**src/hw/rtl/subcpu_command_port_top_defines.svh**
```systemverilog
// Assertion macros shared by the command port modules.
// Each macro expects a clock named aclk and an active-low reset named aresetn in scope.
`ifndef SUBCPU_COMMAND_PORT_TOP_DEFINES_SVH
`define SUBCPU_COMMAND_PORT_TOP_DEFINES_SVH

// The consequent must hold in the same cycle as the antecedent.
`define SCP_ASSERT_HOLD(lbl, ante, cons, msg) \
    lbl: assert property (@(posedge aclk) disable iff (!aresetn) (ante) |-> (cons)) \
        else $error(msg);

// The consequent must hold in the cycle after the antecedent.
`define SCP_ASSERT_NEXT(lbl, ante, cons, msg) \
    lbl: assert property (@(posedge aclk) disable iff (!aresetn) (ante) |=> (cons)) \
        else $error(msg);

`endif

```
**src/hw/rtl/scp_pkg.sv**
```systemverilog
package scp_pkg;

    // Width of the parameter and read byte counters.
    localparam int CNT_W = 3;

    // Command codes.
    localparam logic [7:0] CMD_TIMER_BASE = 8'hD0;
    localparam logic [7:0] CMD_GET_KEYS   = 8'hE3;
    localparam logic [7:0] CMD_SET_VECT   = 8'hE4;
    localparam logic [7:0] CMD_GET_FLAGS  = 8'hE6;
    localparam logic [7:0] CMD_SET_TV     = 8'hE7;
    localparam logic [7:0] CMD_GET_TV     = 8'hE8;
    localparam logic [7:0] CMD_TAPE_CTRL  = 8'hE9;
    localparam logic [7:0] CMD_TAPE_STAT  = 8'hEA;
    localparam logic [7:0] CMD_TAPE_TYPE  = 8'hEB;
    localparam logic [7:0] CMD_SET_DATE   = 8'hEC;
    localparam logic [7:0] CMD_GET_DATE   = 8'hED;
    localparam logic [7:0] CMD_SET_TIME   = 8'hEE;
    localparam logic [7:0] CMD_GET_TIME   = 8'hEF;

    // Control event kinds.
    localparam logic [1:0] CTRL_NONE = 2'd0;
    localparam logic [1:0] CTRL_TAPE = 2'd1;
    localparam logic [1:0] CTRL_DATE = 2'd2;
    localparam logic [1:0] CTRL_TIME = 2'd3;

    // Result of one beat, as handed from the command core to the output register.
    typedef struct packed {
        logic [7:0]  rd_data;
        logic        rd_from_mem;
        logic        in_ready;
        logic [1:0]  ctrl_kind;
        logic [23:0] ctrl_value;
        logic [7:0]  vector;
        logic [7:0]  tv_ctrl;
    } res_t;

endpackage

```
**src/hw/rtl/scp_timer_ram.sv**
```systemverilog
module scp_timer_ram #(
    parameter int DEPTH = 48,
    localparam int AW = (DEPTH > 1) ? $clog2(DEPTH) : 1
) (
    input  logic          aclk,
    input  logic          aresetn,
    input  logic          we,
    input  logic [AW-1:0] waddr,
    input  logic [7:0]    wdata,
    input  logic          re,
    input  logic [AW-1:0] raddr,
    output logic [7:0]    rdata
);

    logic [7:0]       mem [DEPTH];
    logic [7:0]       rdata_reg;
    logic [DEPTH-1:0] written_reg;
    logic             rd_written_reg;

    // Single write port; the read data is registered and held between reads.
    always_ff @(posedge aclk) begin
        if (we) begin
            mem[waddr] <= wdata;
        end
        if (re) begin
            rdata_reg <= mem[raddr];
        end
    end

    // One flag per byte marks it as written since reset; it is read alongside the data.
    always_ff @(posedge aclk) begin
        if (!aresetn) begin
            written_reg    <= '0;
            rd_written_reg <= 1'b0;
        end else begin
            if (we) begin
                written_reg[waddr] <= 1'b1;
            end
            if (re) begin
                rd_written_reg <= written_reg[raddr];
            end
        end
    end

    // A byte that was never written reads as zero.
    assign rdata = rd_written_reg ? rdata_reg : 8'd0;

endmodule

```
**src/hw/rtl/scp_cmd_core.sv**
```systemverilog
`include "subcpu_command_port_top_defines.svh"

module scp_cmd_core #(
    parameter int TIMER_COUNT = 8,
    parameter int TIMER_BYTES = 6,
    localparam int DEPTH = TIMER_COUNT * TIMER_BYTES,
    localparam int AW = (DEPTH > 1) ? $clog2(DEPTH) : 1,
    localparam int TW = (TIMER_COUNT > 1) ? $clog2(TIMER_COUNT) : 1
) (
    input  logic               aclk,
    input  logic               aresetn,
    input  logic               accept,
    input  logic               req_type,
    input  logic [7:0]         wr_data,
    input  logic [23:0]        game_keys_wide,
    input  logic [15:0]        game_keys_flags,
    input  logic [7:0]         tape_ctrl_status,
    input  logic [7:0]         tape_type_status,
    input  logic [23:0]        date_now,
    input  logic [23:0]        time_now,
    output logic               mem_we,
    output logic [AW-1:0]      mem_waddr,
    output logic [7:0]         mem_wdata,
    output logic               mem_re,
    output logic [AW-1:0]      mem_raddr,
    output scp_pkg::res_t      res
);

    typedef enum logic [2:0] {
        RGN_ZERO,
        RGN_TIMER,
        RGN_WORK,
        RGN_VECT,
        RGN_TV
    } region_t;

    localparam int CW = scp_pkg::CNT_W;

    // Architectural state held in flip-flops; the timer bytes live in the RAM.
    logic [7:0]    work0_reg, work1_reg, work2_reg;
    logic [7:0]    work0_next, work1_next, work2_next;
    logic [7:0]    vector_reg, vector_next;
    logic [7:0]    tv_reg, tv_next;
    logic [7:0]    mode_reg, mode_next;
    logic          mode_in_reg, mode_in_next;
    logic [CW-1:0] write_left_reg, write_left_next;
    logic [CW-1:0] read_left_reg, read_left_next;
    region_t       region_reg, region_next;
    logic [TW-1:0] idx_reg, idx_next;
    logic          in_ready_reg, in_ready_next;

    // Command decode of the written byte.
    logic [7:0]    dec_u;
    logic [CW-1:0] dec_cnt;
    logic          dec_in;
    region_t       dec_rgn;
    logic [TW-1:0] dec_idx;

    // Latched input values for the selected input command.
    logic [7:0]    lat_mode;
    logic [7:0]    lat0, lat1, lat2;

    logic          is_write, is_read, cmd_write;
    logic [CW-1:0] wl_dec;
    logic [7:0]    rd_byte;
    logic          rd_mem;
    logic [1:0]    kind;
    logic [23:0]   cval;

    assign is_write  = accept && !req_type;
    assign is_read   = accept && req_type;
    assign cmd_write = is_write && !in_ready_reg && (write_left_reg == '0);
    assign wl_dec    = write_left_reg - CW'(1);

    // Decode a command byte into its byte count, direction and target.
    always_comb begin
        dec_u   = wr_data - scp_pkg::CMD_TIMER_BASE;
        dec_cnt = '0;
        dec_in  = 1'b0;
        dec_rgn = RGN_ZERO;
        dec_idx = '0;
        if (dec_u < 8'h10) begin
            if ({1'b0, dec_u[2:0]} < 4'(TIMER_COUNT)) begin
                dec_cnt = CW'(TIMER_BYTES);
                dec_in  = dec_u[3];
                dec_rgn = RGN_TIMER;
                dec_idx = TW'(dec_u[2:0]);
            end
        end else if (dec_u < 8'h20) begin
            unique case (wr_data) inside
                scp_pkg::CMD_GET_KEYS: begin
                    dec_cnt = CW'(3);
                    dec_in  = 1'b1;
                    dec_rgn = RGN_WORK;
                end
                scp_pkg::CMD_SET_VECT: begin
                    dec_cnt = CW'(1);
                    dec_rgn = RGN_VECT;
                end
                scp_pkg::CMD_GET_FLAGS: begin
                    dec_cnt = CW'(2);
                    dec_in  = 1'b1;
                    dec_rgn = RGN_WORK;
                end
                scp_pkg::CMD_SET_TV: begin
                    dec_cnt = CW'(1);
                    dec_rgn = RGN_TV;
                end
                scp_pkg::CMD_GET_TV: begin
                    dec_cnt = CW'(1);
                    dec_in  = 1'b1;
                    dec_rgn = RGN_TV;
                end
                scp_pkg::CMD_TAPE_CTRL: begin
                    dec_cnt = CW'(1);
                    dec_rgn = RGN_WORK;
                end
                scp_pkg::CMD_TAPE_STAT, scp_pkg::CMD_TAPE_TYPE: begin
                    dec_cnt = CW'(1);
                    dec_in  = 1'b1;
                    dec_rgn = RGN_WORK;
                end
                scp_pkg::CMD_SET_DATE, scp_pkg::CMD_SET_TIME: begin
                    dec_cnt = CW'(3);
                    dec_rgn = RGN_WORK;
                end
                scp_pkg::CMD_GET_DATE, scp_pkg::CMD_GET_TIME: begin
                    dec_cnt = CW'(3);
                    dec_in  = 1'b1;
                    dec_rgn = RGN_WORK;
                end
                default: begin
                    dec_cnt = '0;
                end
            endcase
        end
    end

    // Input capture: a new command latches with its own code, a read with the current one.
    always_comb begin
        lat_mode = cmd_write ? wr_data : mode_reg;
        lat0     = work0_reg;
        lat1     = work1_reg;
        lat2     = work2_reg;
        unique case (lat_mode)
            scp_pkg::CMD_GET_KEYS: begin
                {lat2, lat1, lat0} = game_keys_wide;
            end
            scp_pkg::CMD_GET_FLAGS: begin
                lat1 = game_keys_flags[7:0];
                lat0 = game_keys_flags[15:8];
            end
            scp_pkg::CMD_TAPE_STAT: begin
                lat0 = tape_ctrl_status;
            end
            scp_pkg::CMD_TAPE_TYPE: begin
                lat0 = tape_type_status;
            end
            scp_pkg::CMD_GET_DATE: begin
                {lat2, lat1, lat0} = date_now;
            end
            scp_pkg::CMD_GET_TIME: begin
                {lat2, lat1, lat0} = time_now;
            end
            default: begin
                lat0 = work0_reg;
            end
        endcase
    end

    // Next state, RAM access and the result of the beat.
    always_comb begin
        work0_next      = work0_reg;
        work1_next      = work1_reg;
        work2_next      = work2_reg;
        vector_next     = vector_reg;
        tv_next         = tv_reg;
        mode_next       = mode_reg;
        mode_in_next    = mode_in_reg;
        write_left_next = write_left_reg;
        read_left_next  = read_left_reg;
        region_next     = region_reg;
        idx_next        = idx_reg;
        in_ready_next   = in_ready_reg;
        mem_we          = 1'b0;
        mem_re          = 1'b0;
        rd_byte         = 8'd0;
        rd_mem          = 1'b0;
        kind            = scp_pkg::CTRL_NONE;
        cval            = 24'd0;

        if (cmd_write) begin
            // A command byte: set up the target and the byte counters.
            mode_next    = wr_data;
            mode_in_next = dec_in;
            region_next  = dec_rgn;
            idx_next     = dec_idx;
            if (dec_in) begin
                read_left_next = dec_cnt;
                in_ready_next  = 1'b1;
                work0_next     = lat0;
                work1_next     = lat1;
                work2_next     = lat2;
            end else begin
                write_left_next = dec_cnt;
                read_left_next  = '0;
                in_ready_next   = 1'b0;
            end
        end else if (is_write && !in_ready_reg) begin
            // A parameter byte, stored at the next lower offset.
            write_left_next = wl_dec;
            case (region_reg)
                RGN_TIMER: mem_we = 1'b1;
                RGN_WORK: begin
                    if (wl_dec == CW'(0)) work0_next = wr_data;
                    if (wl_dec == CW'(1)) work1_next = wr_data;
                    if (wl_dec == CW'(2)) work2_next = wr_data;
                end
                RGN_VECT: begin
                    if (wl_dec == '0) vector_next = wr_data;
                end
                RGN_TV: begin
                    if (wl_dec == '0) tv_next = wr_data;
                end
                default: mem_we = 1'b0;
            endcase
            if (wl_dec == '0) begin
                case (mode_reg)
                    scp_pkg::CMD_TAPE_CTRL: begin
                        kind = scp_pkg::CTRL_TAPE;
                        cval = {16'd0, work0_next};
                    end
                    scp_pkg::CMD_SET_DATE: begin
                        kind = scp_pkg::CTRL_DATE;
                        cval = {work2_next, work1_next, work0_next};
                    end
                    scp_pkg::CMD_SET_TIME: begin
                        kind = scp_pkg::CTRL_TIME;
                        cval = {work2_next, work1_next, work0_next};
                    end
                    default: kind = scp_pkg::CTRL_NONE;
                endcase
            end
        end else if (is_read) begin
            // A read returns the next byte down, or latches again once drained.
            if (read_left_reg != '0) begin
                read_left_next = read_left_reg - CW'(1);
            end else begin
                work0_next = lat0;
                work1_next = lat1;
                work2_next = lat2;
            end
            in_ready_next = (read_left_next != '0);
            if (mode_in_reg) begin
                case (region_reg)
                    RGN_TIMER: begin
                        mem_re = 1'b1;
                        rd_mem = 1'b1;
                    end
                    RGN_WORK: begin
                        if (read_left_next == CW'(0)) rd_byte = work0_next;
                        if (read_left_next == CW'(1)) rd_byte = work1_next;
                        if (read_left_next == CW'(2)) rd_byte = work2_next;
                    end
                    RGN_VECT: begin
                        if (read_left_next == '0) rd_byte = vector_reg;
                    end
                    RGN_TV: begin
                        if (read_left_next == '0) rd_byte = tv_reg;
                    end
                    default: rd_byte = 8'd0;
                endcase
            end
        end
    end

    // Timer byte addresses: timer index times the timer size plus the byte offset.
    assign mem_waddr = AW'(int'(idx_reg) * TIMER_BYTES + int'(wl_dec));
    assign mem_raddr = AW'(int'(idx_reg) * TIMER_BYTES + int'(read_left_next));
    assign mem_wdata = wr_data;

    // Result handed to the output register.
    always_comb begin
        res.rd_data     = rd_byte;
        res.rd_from_mem = rd_mem;
        res.in_ready    = in_ready_next;
        res.ctrl_kind   = kind;
        res.ctrl_value  = cval;
        res.vector      = vector_next;
        res.tv_ctrl     = tv_next;
    end

    // State registers.
    always_ff @(posedge aclk) begin
        if (!aresetn) begin
            work0_reg      <= 8'd0;
            work1_reg      <= 8'd0;
            work2_reg      <= 8'd0;
            vector_reg     <= 8'd0;
            tv_reg         <= 8'd0;
            mode_reg       <= 8'd0;
            mode_in_reg    <= 1'b0;
            write_left_reg <= '0;
            read_left_reg  <= '0;
            region_reg     <= RGN_ZERO;
            idx_reg        <= '0;
            in_ready_reg   <= 1'b0;
        end else begin
            work0_reg      <= work0_next;
            work1_reg      <= work1_next;
            work2_reg      <= work2_next;
            vector_reg     <= vector_next;
            tv_reg         <= tv_next;
            mode_reg       <= mode_next;
            mode_in_reg    <= mode_in_next;
            write_left_reg <= write_left_next;
            read_left_reg  <= read_left_next;
            region_reg     <= region_next;
            idx_reg        <= idx_next;
            in_ready_reg   <= in_ready_next;
        end
    end

    // Pending read data and pending parameter bytes never coexist.
    `SCP_ASSERT_HOLD(a_no_params_when_in, in_ready_reg, write_left_reg == '0, "params pending with read data")
    // Bytes still to read belong to an input command.
    `SCP_ASSERT_HOLD(a_read_left_in_mode, read_left_reg != '0, mode_in_reg, "read bytes in output mode")
    // An output command leaves nothing to read.
    `SCP_ASSERT_NEXT(a_out_cmd_clears, cmd_write && !dec_in, !in_ready_reg && read_left_reg == '0, "output command left read data")

endmodule

```
**src/hw/rtl/subcpu_command_port_top.sv**
```systemverilog
// Command port of a keyboard and timer sub-processor. Each beat on the s_ channel is one bus
// access: a write (s_req_type low) carries a command or parameter byte, a read returns the next
// byte of an input command, last byte first. Every accepted beat yields exactly one result beat
// on the m_ channel, carrying the read byte, both status flags, any tape, date or time control
// event and the current vector and TV control registers. A beat is accepted every cycle while the
// output register is free or being emptied, so beats may follow back to back; its result appears
// in the output register on the following cycle. The output register sets this timing, and the
// registered read port of the timer RAM delivers timer bytes in step with it.
// The RAM holds TIMER_COUNT timers of TIMER_BYTES bytes each; a written flag per byte, cleared
// by reset, makes every timer byte read as zero until it is first written.
`include "subcpu_command_port_top_defines.svh"

module subcpu_command_port_top #(
    parameter int TIMER_COUNT = 8,
    parameter int TIMER_BYTES = 6
) (
    input  logic        aclk,
    input  logic        aresetn,
    input  logic        s_valid,
    output logic        s_ready,
    input  logic        s_req_type,
    input  logic [7:0]  s_wr_data,
    input  logic [23:0] s_game_keys_wide,
    input  logic [15:0] s_game_keys_flags,
    input  logic [7:0]  s_tape_ctrl_status,
    input  logic [7:0]  s_tape_type_status,
    input  logic [23:0] s_date_now,
    input  logic [23:0] s_time_now,
    output logic        m_valid,
    input  logic        m_ready,
    output logic [7:0]  m_rd_data,
    output logic        m_out_ready,
    output logic        m_in_ready,
    output logic [1:0]  m_ctrl_kind,
    output logic [23:0] m_ctrl_value,
    output logic [7:0]  m_vector_out,
    output logic [7:0]  m_tv_ctrl_out
);

    localparam int DEPTH = TIMER_COUNT * TIMER_BYTES;
    localparam int AW = (DEPTH > 1) ? $clog2(DEPTH) : 1;

    logic          accept;
    logic          mem_we, mem_re;
    logic [AW-1:0] mem_waddr, mem_raddr;
    logic [7:0]    mem_wdata, mem_rdata;
    scp_pkg::res_t res;
    scp_pkg::res_t res_reg;
    logic          m_valid_reg;

    // A new beat is taken whenever the output register is empty or being emptied.
    assign s_ready = !m_valid_reg || m_ready;
    assign accept  = s_valid && s_ready;

    scp_cmd_core #(
        .TIMER_COUNT(TIMER_COUNT),
        .TIMER_BYTES(TIMER_BYTES)
    ) u_core (
        .aclk             (aclk),
        .aresetn          (aresetn),
        .accept           (accept),
        .req_type         (s_req_type),
        .wr_data          (s_wr_data),
        .game_keys_wide   (s_game_keys_wide),
        .game_keys_flags  (s_game_keys_flags),
        .tape_ctrl_status (s_tape_ctrl_status),
        .tape_type_status (s_tape_type_status),
        .date_now         (s_date_now),
        .time_now         (s_time_now),
        .mem_we           (mem_we),
        .mem_waddr        (mem_waddr),
        .mem_wdata        (mem_wdata),
        .mem_re           (mem_re),
        .mem_raddr        (mem_raddr),
        .res              (res)
    );

    scp_timer_ram #(
        .DEPTH(DEPTH)
    ) u_timer_ram (
        .aclk    (aclk),
        .aresetn (aresetn),
        .we      (mem_we),
        .waddr   (mem_waddr),
        .wdata   (mem_wdata),
        .re      (mem_re),
        .raddr   (mem_raddr),
        .rdata   (mem_rdata)
    );

    // Output register; the RAM read data is held alongside it until the next accepted beat.
    always_ff @(posedge aclk) begin
        if (!aresetn) begin
            m_valid_reg <= 1'b0;
        end else if (accept) begin
            m_valid_reg <= 1'b1;
        end else if (m_ready) begin
            m_valid_reg <= 1'b0;
        end
        if (accept) begin
            res_reg <= res;
        end
    end

    assign m_valid       = m_valid_reg;
    assign m_rd_data     = res_reg.rd_from_mem ? mem_rdata : res_reg.rd_data;
    assign m_in_ready    = res_reg.in_ready;
    assign m_out_ready   = !res_reg.in_ready;
    assign m_ctrl_kind   = res_reg.ctrl_kind;
    assign m_ctrl_value  = res_reg.ctrl_value;
    assign m_vector_out  = res_reg.vector;
    assign m_tv_ctrl_out = res_reg.tv_ctrl;

    // Every accepted beat is followed by a result beat.
    `SCP_ASSERT_NEXT(a_result_follows, accept, m_valid, "no result after beat")
    // A write beat never returns data.
    `SCP_ASSERT_NEXT(a_write_reads_zero, accept && !s_req_type, m_rd_data == 8'd0, "write data")
    // The two status flags are always complementary.
    `SCP_ASSERT_HOLD(a_flags_exclusive, m_valid, m_out_ready != m_in_ready, "flags agree")

endmodule
```
**config.mk**
```make
export PLATFORM = sky130hd
export DESIGN_NAME = subcpu_command_port_top
export DESIGN_NICKNAME = d
export VERILOG_FILES = /design/src/hw/rtl/scp_pkg.sv /design/src/hw/rtl/scp_timer_ram.sv /design/src/hw/rtl/scp_cmd_core.sv /design/src/hw/rtl/subcpu_command_port_top.sv
export VERILOG_INCLUDE_DIRS = /design/src /design/src/hw/rtl
export SDC_FILE = /design/constraint.sdc
export NUM_CORES = 1
export LEC_CHECK = 0
export BUFFER_PORTS_ARGS = -buffer_cell sky130_fd_sc_hd__buf_4
export CAP_MARGIN = 25
export CORE_MARGIN = 2
export CORE_UTILIZATION = 35
export DETAILED_ROUTE_END_ITERATION = 8
export GPL_ROUTABILITY_DRIVEN = 0
export HOLD_SLACK_MARGIN = 0.06
export PLACE_DENSITY = 0.53
export SYNTH_ARGS = -nofsm -noshare
export SYNTH_HDL_FRONTEND = slang
export SYNTH_HIERARCHICAL = 1
export SYNTH_SLANG_ARGS = --single-unit
```
**constraint.sdc**
```tcl
create_clock -name aclk -period 5.55 [get_ports aclk]
set_input_delay 0.8325 -clock aclk [delete_from_list [all_inputs] [get_ports aclk]]
set_output_delay 0.8325 -clock aclk [all_outputs]
set_load 0.01 [all_outputs]
```
==> run metrics <==
Post-CTS Setup Inserts=0; adder-cell share of the synthesized area=roughly 1.2%; first-pass GRT wire length=109 mm; Placed Cells=2769; Top Ports=171; GRT busiest layer=met2; pwr/cell area=between 300 and 400 nW/µm²; Post-Syn Instances=~1800; worst skew pair latency=0.64 ns; final setup fails=0; post-layout util=40.9%; xor/xnor share of the synthesized area=0.347%; share of cells above drive strength 1=26.1%; CP endpoint kind=register; relative slew slack=28.0%; CP Class=primary input to register; area leader, netlist=edfxtp_1; max reg flops=around 380; synthesized cell area=25300 µm²; Final Hold Fails=0; ys flop type=edfxtp_1; CTS H-tree lvls=2; max-slew violations=0; Layout area overhead=15.7%; CTS root buffer=clkbuf_16; Worst-Margin Slew=1.08 ns; core footprint=about 71000 µm²; class of the worst hold path=register to register; Max Clock Skew=around 0.025 ns; number of port buffers=170; asr flop ratio synth=0%; Starting Density=35.4%; ANT nets after route=0; Avg Cell Area, Syn=14.3 µm²; CP Launch Type=primary input; drt via density=5.63; Pleak=9.66 nW; ranking of synthesized cells by area=edfxtp_1, mux4_2, dfxtp_1; Worst EP arrival=5.33 ns; largest net degree at the start of global routing=89; synth unique cells=just over 90; max-cap viol count=0; DRT Pass-1 Iters=6; post-cts hold buffer count=0; most frequent cells in the layout=edfxtp_1, buf_4, nor2_1; crit path time final=just under 5 ns; total CTS buffers=58; Ys Warns=6; Chip Height=273 µm; status=complete, no violations; via count=16200; Synth Register Bits=556; DR iter-0 viols=1709; post-cts sizing count=0; met2 Use GR=32.5%; met3 usage=around 3.1%; Syn Nets=around 1900; commonest non-fill, non-tap cell in the layout=edfxtp_1; Layout Cells excl Fill=2881; maximum VDD drop=0.000230 V; final hold slack=about 0.46 ns; largest family of logic cells by synthesized area=multiplexers; clk buf depth=3; Power, Total=9.00 mW; WL/cell=25.6 µm; Worst-path clk slew=0.06 ns; number of global-route vias before repair=16000; Chip Width=273 µm; sequential area share after synthesis=between 60% and 70%; total congestion overflow=0; DP Wirelength=50.2 mm; met1 global-route usage=a little over a quarter; CTS tree=yes; Final period util=89.1%; GRT Overall Usage=19.6%; total clock sinks=556; RSZ-0062 raised after global routing=false; compound-gate portion of the synthesized area=11.9%; top cell type's share of synthesized area=a little over half; multiplexer share of the synthesized area=between 10% and 20%; full die area=74400 µm²; Post-synth EDFFs=444; Remaining DRCs=0; Max FO, Critical Path=15; initial antenna violation count=1; WP data required=a little under 6 ns; number of core rows=98; Nets=about 2000; drt total wl=73.8 mm; fmax=between 200 and 250 MHz; Synth Area in Simple Gates=8.36%
## final cells by class
class | instances | area, µm²
antenna | 1 | 2.50
multi-input combinational | 1028 | 8730
tap | 950 | 1190
fill | 6563 | 42300
timing repair buffer | 216 | 1680
clock buffer | 83 | 1670
clock inverter | 26 | 300
inverter | 21 | 78.8
sequential | 556 | 15600
## Yosys cell counts, types with 9 or more instances
master      n
nor2b_1    18
o21a_1     55
a222oi_1    9
mux2i_1    20
mux4_2    116
nor3_1     10
nand3b_1   12
a221oi_1   11
o211ai_1   12
a211oi_1   18
buf_1      10
o22ai_1    41
buf_2      32
and2_1     37
a21boi_0   10
ha_1       19
o21ai_1    12
clkbuf_1   54
dfxtp_1   112
nor2_1    120
and3_1      9
o21ai_0    61
inv_1      21
buf_4      60
nand3_1    30
a31oi_1    11
edfxtp_1  444
a21oi_1    45
nand2_1   107
nand2b_1   12
a22o_1     25
a22oi_1    25
mux2_2     24
## metal layers
metal / part of all wire (%) / wire, µm
met1: 43 / 31600
met2: 48 / 35800
met3: 6.0 / 4450
met4: 2.7 / 2030
met5: 0 / 0
## final timing paths
kind	from	endpoint	slack, ns	depth (start not counted)
setup reg to reg	m_valid	u_timer_ram/rdata_reg[3]	0.68	15
hold reg to reg	u_timer_ram/written_reg[26]	u_timer_ram/written_reg[26]	0.46	1
hold / removal	u_timer_ram/written_reg[26]	u_timer_ram/written_reg[26]	0.46	1
setup / recovery	s_wr_data[5]	u_timer_ram/rdata_reg[3]	0.61	16
## worst max-delay path, cell delays in order
cell,delay [ns]
buf_4,0.09
inv_1,0.09
ha_1,0.23
or4b_1,0.52
a21oi_1,0.32
o211a_1,0.35
nor2_1,0.10
o21ai_0,0.39
ha_4,0.21
inv_1,0.05
fa_1,0.42
xnor2_2,0.58
nand3_1,0.44
o22ai_1,0.41
or4_1,0.23
o21ai_1,0.07
## report_power, final
group	internal (mW)	total, mW	switching, mW
registers	4.52	4.55	0.0243
logic	0.181	0.483	0.303
clock network	2.32	3.97	1.64
total	7.03	9.00	1.97
## per-stage QoR
step           worst slack (ns)  TNS [ns]  area, µm²
4_1_cts                   0.624         0      29200
5_1_grt                   0.383         0      29200
2_1_floorplan             0.237         0      25300
6_report                  0.606         0      29200
3_3_place_gp              0.130         0      27200
3_5_place_dp            -0.0225   -0.0399      27200
## logic make-up (layout without fill, tap and decap cells)
| kind of cell | Yosys count | after routing |
|---|---|---|
| xor+xnor | 10 | 10 |
| buf+inv | 183 | 346 |
| compound gates | 414 | 414 |
| simple gates | 414 | 414 |
| fa+ha+maj | 22 | 22 |
| other cells | 0 | 1 |
| flops | 556 | 556 |
| mux | 168 | 168 |
(Power assumes the default switching activity.)
